==> src/rtl/core/tpa_ram.sv <==
// generic single-write, single-read ram with registered read data
`default_nettype none
module tpa_ram #(
    parameter int WIDTH = 8,
    parameter int DEPTH = 64
) (
    input  wire                                 clk,
    input  wire                                 we,
    input  wire [(DEPTH > 1 ? $clog2(DEPTH) : 1)-1:0] waddr,
    input  wire [WIDTH-1:0]                     wdata,
    input  wire                                 re,
    input  wire [(DEPTH > 1 ? $clog2(DEPTH) : 1)-1:0] raddr,
    output logic [WIDTH-1:0]                    rdata
);
    logic [WIDTH-1:0] mem [DEPTH];

    always_ff @(posedge clk)
    begin
        if (we) begin
            mem[waddr] <= wdata;
        end
        if (re) begin
            rdata <= mem[raddr];
        end
    end
endmodule
`default_nettype wire

==> config.mk <==
export PLATFORM = sky130hd
export DESIGN_NAME = tpa_ram
export DESIGN_NICKNAME = d
export VERILOG_FILES = /design/src/rtl/core/tpa_ram.sv
export SDC_FILE = /design/constraint.sdc
export NUM_CORES = 1
export LEC_CHECK = 0
export BUFFER_PORTS_ARGS = -buffer_cell sky130_fd_sc_hd__buf_2
export CAP_MARGIN = 40
export CORE_ASPECT_RATIO = 1.4
export CORE_MARGIN = 1
export CORE_UTILIZATION = 62
export CTS_CLUSTER_DIAMETER = 80
export DETAILED_ROUTE_END_ITERATION = 16
export GPL_TIMING_DRIVEN = 0
export MAX_ROUTING_LAYER = met4
export PLACE_DENSITY = 0.76
export SYNTH_ARGS = -nofsm -noshare
export SYNTH_HDL_FRONTEND = slang
export SYNTH_SLANG_ARGS = --single-unit
==> constraint.sdc <==
create_clock -name clk -period 2.4 [get_ports clk]
set_input_delay 0.36 -clock clk [delete_from_list [all_inputs] [get_ports clk]]
set_output_delay 0.36 -clock clk [all_outputs]
set_load 0.02 [all_outputs]
# Yosys cells after proc, flatten, opt, wreduce, memory -nomap -nowiden
# Memory sizes are Yosys's and may differ from the RTL's. A register that Yosys moved wholly into a read port is not among the register bits.
# Cells that the tools add are included.
# word_totals
register_bits,0
ram_bits,512
in_bits,23
output_inout_bits,8
word_cells,3
memories,1
# memory_table
memory,depth,word_bits,rd,rd_ports_with_merged_regs,write_ports,line_no,rtl
mem,64,8,1,1,1,15,logic [WIDTH-1:0] mem [DEPTH];
# op_classes
mux,2
# ops
cell,n
$mux W1,2

# Logic depth before layout (Yosys ltp)
# depth
ltp_word,2
mapped_depth,9
depth_no_buf,5

# Worst setup path before layout
# OpenSTA, ideal clock, no wires.
# synth_path
kind,input -> register
start,in raddr[1] in the netlist's numbering
end,"reg rdata[3], read port of mem, data pin"
setup_time_ps,266
arrival_ps,1900
required_time_ps,2134
setup_slack_ps,234
path_stages,7
path_buffers,3
cell_sequence,buf_4 buf_2 buf_2 mux4_2 mux4_2 o21ai_1 o41ai_1
# synth_rtl
item,line_no,rtl
start: declaration,12,"input wire [(DEPTH > 1 ? $clog2(DEPTH) : 1)-1:0] raddr,"
end: declaration,13,output logic [WIDTH-1:0] rdata

==> impl_results.md <==
- Prevailing post-synth register cell: edfxtp_1
- Setup bufs post-CTS: 0
- Nets@finish: around 1100
- Mapped cell area: between 20000 and 25000 um2
- Least-Margin Pin Slew: approximately 0.94 ns
- Rel. slew slack: 0.373
- CTS Sinks: 520
- CTS Buf Count: 45
- RSZ-0062 raised after global routing: no
- Hold_ws: approximately 0.14 ns
- Max-cap violations: 0
- Hold Vio Cnt, Final: 0
- Core Util, Final: 0.707
- Fraction of layout cells with a size suffix above 1: 0.257
- Crit Reg-Reg Endpoint: rdata[7]
- Nature of the critical path endpoint: flip-flop
- CP required: 2.68 ns
- Ant. Diodes: 0
- Die Height: roughly 220 um
- Worst EP arrival: ~2.6 ns
- Core area: 31900 um2
- Post-synthesis sequential area ratio: 0.771
- Fin Setup TNS: 0 ns
- Slew Viols, Final: 0
- DRC: 0
- Drt pass-1 iters: 5
- Clock Path Buffers: 3
- Power Total: between 15 and 20 mW
- Min-delay worst type: input port to flip-flop
- First-pass GRT wire length: between 60000 and 70000 um
- Htree depth: 2
- Final HPWL DP: between 30000 and 40000 um
- CTS Hold Bufs: 0
- Worst flop-to-flop path startpoint: mem[52][7]
- Worst r2r path cells: 4
- Commonest cells after routing, fill and taps aside: edfxtp_1 (520), mux4_2 (126), nor2_1 (83)
- Routed WL per cell: slightly above 30 um
- Cts repair resizes: 4
- Placed cell area: around 21000 um2
- Comb power frac: 0.058
- Period minus WS final: between 2 and 2.5 ns
- Async SR Flop Fraction: 0
- Int Pwr: between 10 and 15 mW
- Post-Layout Inst Area: between 20000 and 25000 um2
- CP startpoint kind: input port
- GRT Total Usage: 0.301
- DIE AREA: around 33000 um2
- Post-route ant nets: 0
- Hold Path Stages: 1
- # setup viols final: 0
- Vias per inst: around 6.7
- Most common cell after layout, fill and taps aside: edfxtp_1
- Largest net degree at the start of global routing: 53
- Mapped Cells: 940
- # port buffers: 22
- Synth cell types: 39
- Final wirelength: between 40000 and 50000 um
- Kind of critical path: input port to flip-flop
- Placer Congestion: 0.987
- Synthesis-to-layout area growth: 11.3%
- Clk_lat worst skew: roughly 0.57 ns
- Reg power frac: 0.565
- Total number of vias: around 10000
- Post-Syn Area per Cell: roughly 22 um2
- Max Fclk: about 440 MHz
- Clock skew: 0.0213 ns
- Critical path endpoint: rdata[7]
- PD cells: around 790 nW/um2
- Sw Share: 0.208
- Maximum fanout along the worst path: 10
- Clock-pin slew on the worst setup and hold paths: 0.06 ns
- Root Buffer: clkbuf_16
- Initial antenna violation count: 0
- Peak VDD IR: around 0.00070 V
- Top-Level Pins: 31
- Clock power frac: 0.377
- NetSw: about 3.7 mW
- GR Overflow Total: 0
- CTS tree: yes
- R2R setup slack: around 0.26 ns
- Status: finished, final reports clean
- DR iter-0 viols: 1245
- Worst setup path startpoint: raddr[1]
- Leak Pwr: around 7.0 nW
- Vias in the first global route: 10097
- Die width: ~150 um
- EDFF count, synth: 520
- Synth Net Count: a little under 1000
- Rows: between 70 and 80
- Initial core utilization: 0.635
- Final worst-path cycle share: 0.951
- FF+latch count, synth: 520
- Ys Warns: 0
==> power by group through the flow <==
stage	combinational [mW]	sequential, mW	clock (mW)
final	1.03	10.1	6.73
after CTS	1.02	10.1	6.79
after detailed placement	1.02	10.3	0
after global placement	0.958	10.3	0
after floorplan	0.536	10.3	0
after global routing	1.07	10.1	7.12
==> through the flow <==
stage                     worst slack (ns)  cells
after global routing                0.0593   1500
after global placement              -0.633   1396
final                                0.117   1500
after detailed placement            -0.719   1419
after CTS                           0.0548   1499
after floorplan                      0.234    940
==> registers in the layout, indices dropped and copies added (netlist names) <==
name,count
rdata,8
mem,512
==> cells by family after synthesis <==
family	Yosys count	synth area share
multiplexers	162	0.159
buffers and inverters	51	0.0156
flip-flops	520	0.771
AND/OR/NAND/NOR	153	0.0337
AO/OA/AOI/OAI	54	0.0206
==> worst max-delay path, cell delays in order <==
cell and delay [ns]:
buf_4 0.18, buf_4 0.30, buf_4 0.29, clkbuf_4 0.33
mux4_2 0.36, mux2i_1 0.32, a21oi_1 0.11, o21ai_0 0.16
nand2_1 0.15
==> how the worst min path moves through the flow <==
stage                   from   endpoint
floorplan           wdata[0]  mem[0][0]
global placement          re   rdata[7]
detailed placement        re   rdata[7]
CTS                       re   rdata[4]
global route              re   rdata[4]
finish                    re   rdata[4]
==> area by class of cell <==
class	instances	area, um2
clock buffers	59	1220
multi-input cells	369	4320
fillers	1882	9350
well taps	434	543
flip-flops and latches	520	15600
clock inverters	22	119
repair buffers	46	389
plain buffers	50	328
==> synth_stat cells, types with 3 or more instances <==
cell,instances,area share
buf_4,13,0.0048
mux2_2,13,0.0072
nor3_1,7,0.0017
o221ai_1,8,0.0035
a211oi_1,4,0.0015
mux4_2,126,0.14
clkbuf_1,17,0.0032
nand2_1,19,0.0035
a21oi_1,3,0.00074
nor2b_1,14,0.0043
mux2i_1,23,0.011
nor2_1,83,0.015
o22ai_1,8,0.0025
o2bb2ai_1,3,0.0013
buf_1,4,0.00074
a221oi_1,6,0.0026
buf_2,11,0.0027
nand3_1,13,0.0032
buf_6,4,0.0022
a22oi_1,3,0.0011
edfxtp_1,520,0.77
nand3b_1,3,0.0011
o2111ai_1,3,0.0013
nand2b_1,7,0.0022
==> layer usage <==
metal  global-route usage  part of all wire  up-vias
met5                    -                 0        -
met4                0.147             0.053        0
met3               0.0460             0.080      127
met2                0.491              0.52      587
met1                0.372              0.35     5217
li1                     -                 -     4118
Power figures use the tool's default switching activity.
