==> src/rtl/core/tpa_pkg.sv <==
// shared types, codes and helpers of the two-level page allocator
`default_nettype none
package tpa_pkg;

    localparam int MAP_WORD_MAX = 64;
    localparam int GRP_IDX_MAX_W = 10;

    typedef enum logic [2:0] {
        FN_ALLOC_PAGE = 3'd0,
        FN_FREE_PAGE  = 3'd1,
        FN_ALLOC_HUGE = 3'd2,
        FN_FREE_HUGE  = 3'd3,
        FN_ADD_REF    = 3'd4,
        FN_DROP_REF   = 3'd5,
        FN_ADD_HREF   = 3'd6,
        FN_NOP        = 3'd7
    } func_t;

    typedef enum logic [2:0] {
        ST_OK        = 3'd0,
        ST_NO_MEM    = 3'd1,
        ST_DBL_FREE  = 3'd2,
        ST_NOT_HUGE  = 3'd3,
        ST_UNDERFLOW = 3'd4,
        ST_SATURATED = 3'd5
    } status_t;

    typedef struct packed {
        logic                     part_hit;
        logic [GRP_IDX_MAX_W-1:0] part_grp;
        logic                     empty_hit;
        logic [GRP_IDX_MAX_W-1:0] empty_grp;
    } find_t;

    // index of the lowest set bit, zero when none
    function automatic logic [5:0] first_one64(input logic [MAP_WORD_MAX-1:0] w);
        logic [5:0] idx;
        idx = 6'd0;
        for (int i = MAP_WORD_MAX - 1; i >= 0; i--) begin
            if (w[i]) begin
                idx = 6'(i);
            end
        end
        return idx;
    endfunction

endpackage
`default_nettype wire

==> src/rtl/core/tpa_grp_find.sv <==
// priority search for the lowest partly used and lowest empty group
`default_nettype none
module tpa_grp_find #(
    parameter int NUM_GROUPS = 64
) (
    input  wire [NUM_GROUPS-1:0] part_mask,
    input  wire [NUM_GROUPS-1:0] empty_mask,
    output tpa_pkg::find_t       found
);
    import tpa_pkg::*;

    always_comb
    begin
        found = '0;
        for (int g = NUM_GROUPS - 1; g >= 0; g--) begin
            if (part_mask[g]) begin
                found.part_hit = 1'b1;
                found.part_grp = GRP_IDX_MAX_W'(g);
            end
            if (empty_mask[g]) begin
                found.empty_hit = 1'b1;
                found.empty_grp = GRP_IDX_MAX_W'(g);
            end
        end
    end
endmodule
`default_nettype wire

==> config.mk <==
export PLATFORM = sky130hd
export DESIGN_NAME = tpa_grp_find
export DESIGN_NICKNAME = d
export VERILOG_FILES = /design/src/rtl/core/tpa_pkg.sv /design/src/rtl/core/tpa_grp_find.sv
export SDC_FILE = /design/constraint.sdc
export NUM_CORES = 1
export LEC_CHECK = 0
export ABC_CLOCK_PERIOD_IN_PS = 2400
export BUFFER_PORTS_ARGS = -buffer_cell sky130_fd_sc_hd__buf_2
export CAP_MARGIN = 20
export CORE_MARGIN = 2
export CORE_UTILIZATION = 40
export DETAILED_ROUTE_END_ITERATION = 12
export PLACE_DENSITY = 0.87
export SYNTH_ARGS = -nofsm -noshare
export SYNTH_HDL_FRONTEND = slang
export SYNTH_SLANG_ARGS = --single-unit
==> constraint.sdc <==
create_clock -name vclk -period 2.4
set_input_delay 0.36 -clock vclk [all_inputs]
set_output_delay 0.36 -clock vclk [all_outputs]
set_load 0.005 [all_outputs]
# Word-level counts from Yosys, hierarchy flattened
# Index checks and enable logic that the tools add are counted.
[op_classes]
n_mux = 128
[op_table]
columns = ["cell", "n"]
rows = [
  ["$mux W11", 128],
]
[word_totals]
output_inout_bits = 22
word_cells = 128
register_bits = 0

# Depth between registers and ports, before layout
[depth]
ltp_word = 64
mapped_depth = 5

# Worst setup path before layout
# No wires, ideal clock.
[synth_timing]
kind = "input port to output port"
startpoint = "input part_mask[15]"
endpoint = "output found[13] in the netlist's numbering"
t_required_ns = 2.040
setup_slack_ns = 0.223
path_stages = 5
t_arrival_ns = 1.817
path_cell_list = "or4_4 or4b_4 a2111oi_4 a211o_1 a21boi_1"
[synth_rtl]
columns = ["element", "line_no", "text"]
rows = [
  ["start: declaration", "tpa_grp_find.sv:6", "input wire [NUM_GROUPS-1:0] part_mask,"],
  ["end: declaration", "tpa_grp_find.sv:8", "output tpa_pkg::find_t found"],
]

==> metrics <==
Lkg Pwr 1.08 nW; fin crit period 2.42 ns; worst setup margin -0.0206 ns; Gate Count Post-Synth 292; Post-DP HPWL 5970 um; via count 2993; peak fanout along the critical path 2; hold slack 1.11 ns; Final ANT Viol Nets 0; DRC viols 0; GRT Residual Overflow 0; headroom to the max-slew limit 51.8%; Core ar. 0.00403 mm^2; dpl cells 487; Seq/Total Area, Yosys 0%; Die H 69.1 um; Power Density 127 mW/mm^2; Clock buffer cells 0; crit share post-route 101%; layout cell share with drive strength beyond 1 35.2%; Crit. End Element primary output; Setup violations, final 1; Switching Fraction 55.5%; crit path from part_mask[14]; Slew Limit Fails 0; TritonRoute pass-1 iters 5; Seq cells 0; Die Wd 69.1 um; min-delay src empty_mask[1]; clock network fraction of design power 0%; CP Launch Type primary input; drt total wl 6860 um; drt wl/cell 14.1 um; Initial Util 42.1%; worst-path cell chain buf_6, or4_4, or4b_4, a2111oi_4, a211o_1, a21boi_1, buf_2; CP peak stage delay 0.54 ns; Hold Vio Cnt, Final 0; n_diodes 0; outcome finished with violations; vias in the first global route 2567; critical path endpoint found[13]; area occupied by multi-input gates 0.00158 mm^2; Max Cap Viol 0; CP max-delay cell or4_4; Yosys warnings 0; largest net degree at the start of global routing 7; DP Area 0.00247 mm^2; Net Switching 0.000175 W; 1st-iter DRT viols 369; first-pass GRT wire length 10900 um; Synth Cell Area 0.00170 mm^2; peak supply drop 0.0722 mV; initial antenna violation count 0; distinct cell type count after synthesis 44; Worst Hold Class primary input to primary output; sequential share of power 0%; CP required 2.04 ns; internal power component 0.000141 W; Logic pwr share 100.0%; failing checks negative setup slack; Boundary Pins 150; Slew @ Worst Pin 0.705 ns; fillers 379; CP arrival 2.06 ns; Global Route Usage Sum 26.0%; crit path kind primary input to primary output; final cell count without fillers 488; FF/Latch Area 0 um^2; # nets final 568; FMAX 413 MHz; num rows 23; Finished Cell Area 0.00249 mm^2; dpl ws -0.0859 ns; Post-CTS Hold Buffers 0; RSZ-0062 raised after global routing true; Routability Congestion 0.939; Total Die Area 0.00478 mm^2; synth-to-layout area growth 46.8%; PortBufs 142; Avg Cell Area, Syn 5.81 um^2; routed vias/inst 6.13
-- final cells by class --
type | instances | area share, %
Inverter | 22 | 3.32
Multi-Input combinational cell | 269 | 63.6
Tap cell | 50 | 2.51
Timing Repair Buffer | 147 | 30.6
-- metal layers --
metal,wire (um),vias to the layer above,GRT usage [%]
li1,-,1448,-
met2,3250,200,48.2
met4,204,0,5.45
met3,711,30,3.07
met5,0,-,0
met1,2690,1315,31.8
-- cells in the mapped netlist, types with 3 or more instances --
cell / count / share of area [%]
a21oi_1: 25 / 7.4
nor2_1: 54 / 12
a31oi_1: 3 / 1.1
or4_1: 17 / 7.5
o221ai_1: 3 / 1.5
inv_1: 22 / 4.9
o21ai_1: 3 / 0.88
nand3_1: 6 / 1.8
o211ai_1: 3 / 1.3
nor4_1: 24 / 8.8
nor2b_1: 8 / 2.9
a2111oi_0: 3 / 1.5
o21a_1: 9 / 4.0
nor3_1: 26 / 7.7
nand2_1: 14 / 3.1
a211oi_1: 8 / 3.5
o2111ai_1: 4 / 2.1
o31ai_1: 8 / 3.5
buf_4: 8 / 3.5
o21bai_1: 5 / 2.2
o21ai_0: 8 / 2.4
-- worst min-delay path by stage --
stage | to | slack, ns | depth (start not counted)
2_1_floorplan | found[14] | 0.84 | 3
5_1_grt | found[1] | 1.15 | 5
3_5_place_dp | found[1] | 1.10 | 5
3_3_place_gp | found[1] | 1.09 | 5
4_1_cts | found[1] | 1.10 | 5
6_report | found[1] | 1.11 | 5
-- what timing repair did --
action	in CTS	in global routing
pin swaps	1	4
buffers inserted	0	1
endpoints found under the hold margin	0	0
resized for setup	1	2
setup endpoints to repair	1	2
-- power groups by stage --
stage	Sequential, W	Clock [W]	Combinational (W)
2_1_floorplan	0	0	0.000113
3_3_place_gp	0	0	0.000298
3_5_place_dp	0	0	0.000304
4_1_cts	0	0	0.000307
5_1_grt	0	0	0.000347
6_report	0	0	0.000316
-- cell usage in the layout, fill, tap and decap left out, types with 2 or more instances in the layout --
master     netlist  layout
nand3_1          6       6
nor4_1          24      24
nor3_1          26      26
a21boi_0         2       2
o21ai_1          3       3
o21bai_1         5       5
o41ai_1          2       2
o211ai_1         3       3
nor2b_1          8       8
a22oi_1          2       2
nand2_1         14      14
inv_1           22      22
or4_4            2       3
or4_1           17      16
o311ai_0         2       2
o2111ai_1        4       4
or3_1            2       2
a21boi_1         2       2
buf_6            0       2
nor2_1          54      54
o21ai_0          8       8
buf_2            0     140
a2111oi_0        3       3
a211oi_1         8       8
o21a_1           9       9
o311ai_1         2       2
a31oi_1          3       3
buf_4            8       5
a21oi_1         25      25
o31ai_1          8       8
o221ai_1         3       3
conb_1           1       8
-- critical path: cells and delay by family --
family | cells | cell delay, ns
simple gates | 2 | 1.05
compound gates | 3 | 0.40
buf+inv | 2 | 0.25
-- cell families after synthesis --
family,after synthesis,synth area share [%]
AND/OR/NAND/NOR,157,47.9
AO/OA/AOI/OAI,104,43.5
buffers and inverters,30,8.41
other,1,0.221
-- metrics by stage --
| step | TNS, ns | total power [W] | util [%] |
|---|---|---|---|
| after floorplan | 0 | 0.000113 | - |
| after global placement | -0.0737 | 0.000298 | 61.2 |
| after detailed placement | -0.0859 | 0.000304 | 61.2 |
| after CTS | -0.0737 | 0.000307 | 61.4 |
| after global routing | -0.0799 | 0.000347 | 61.8 |
| final | -0.0206 | 0.000316 | 61.8 |
Power figures use the tool's default switching activity.
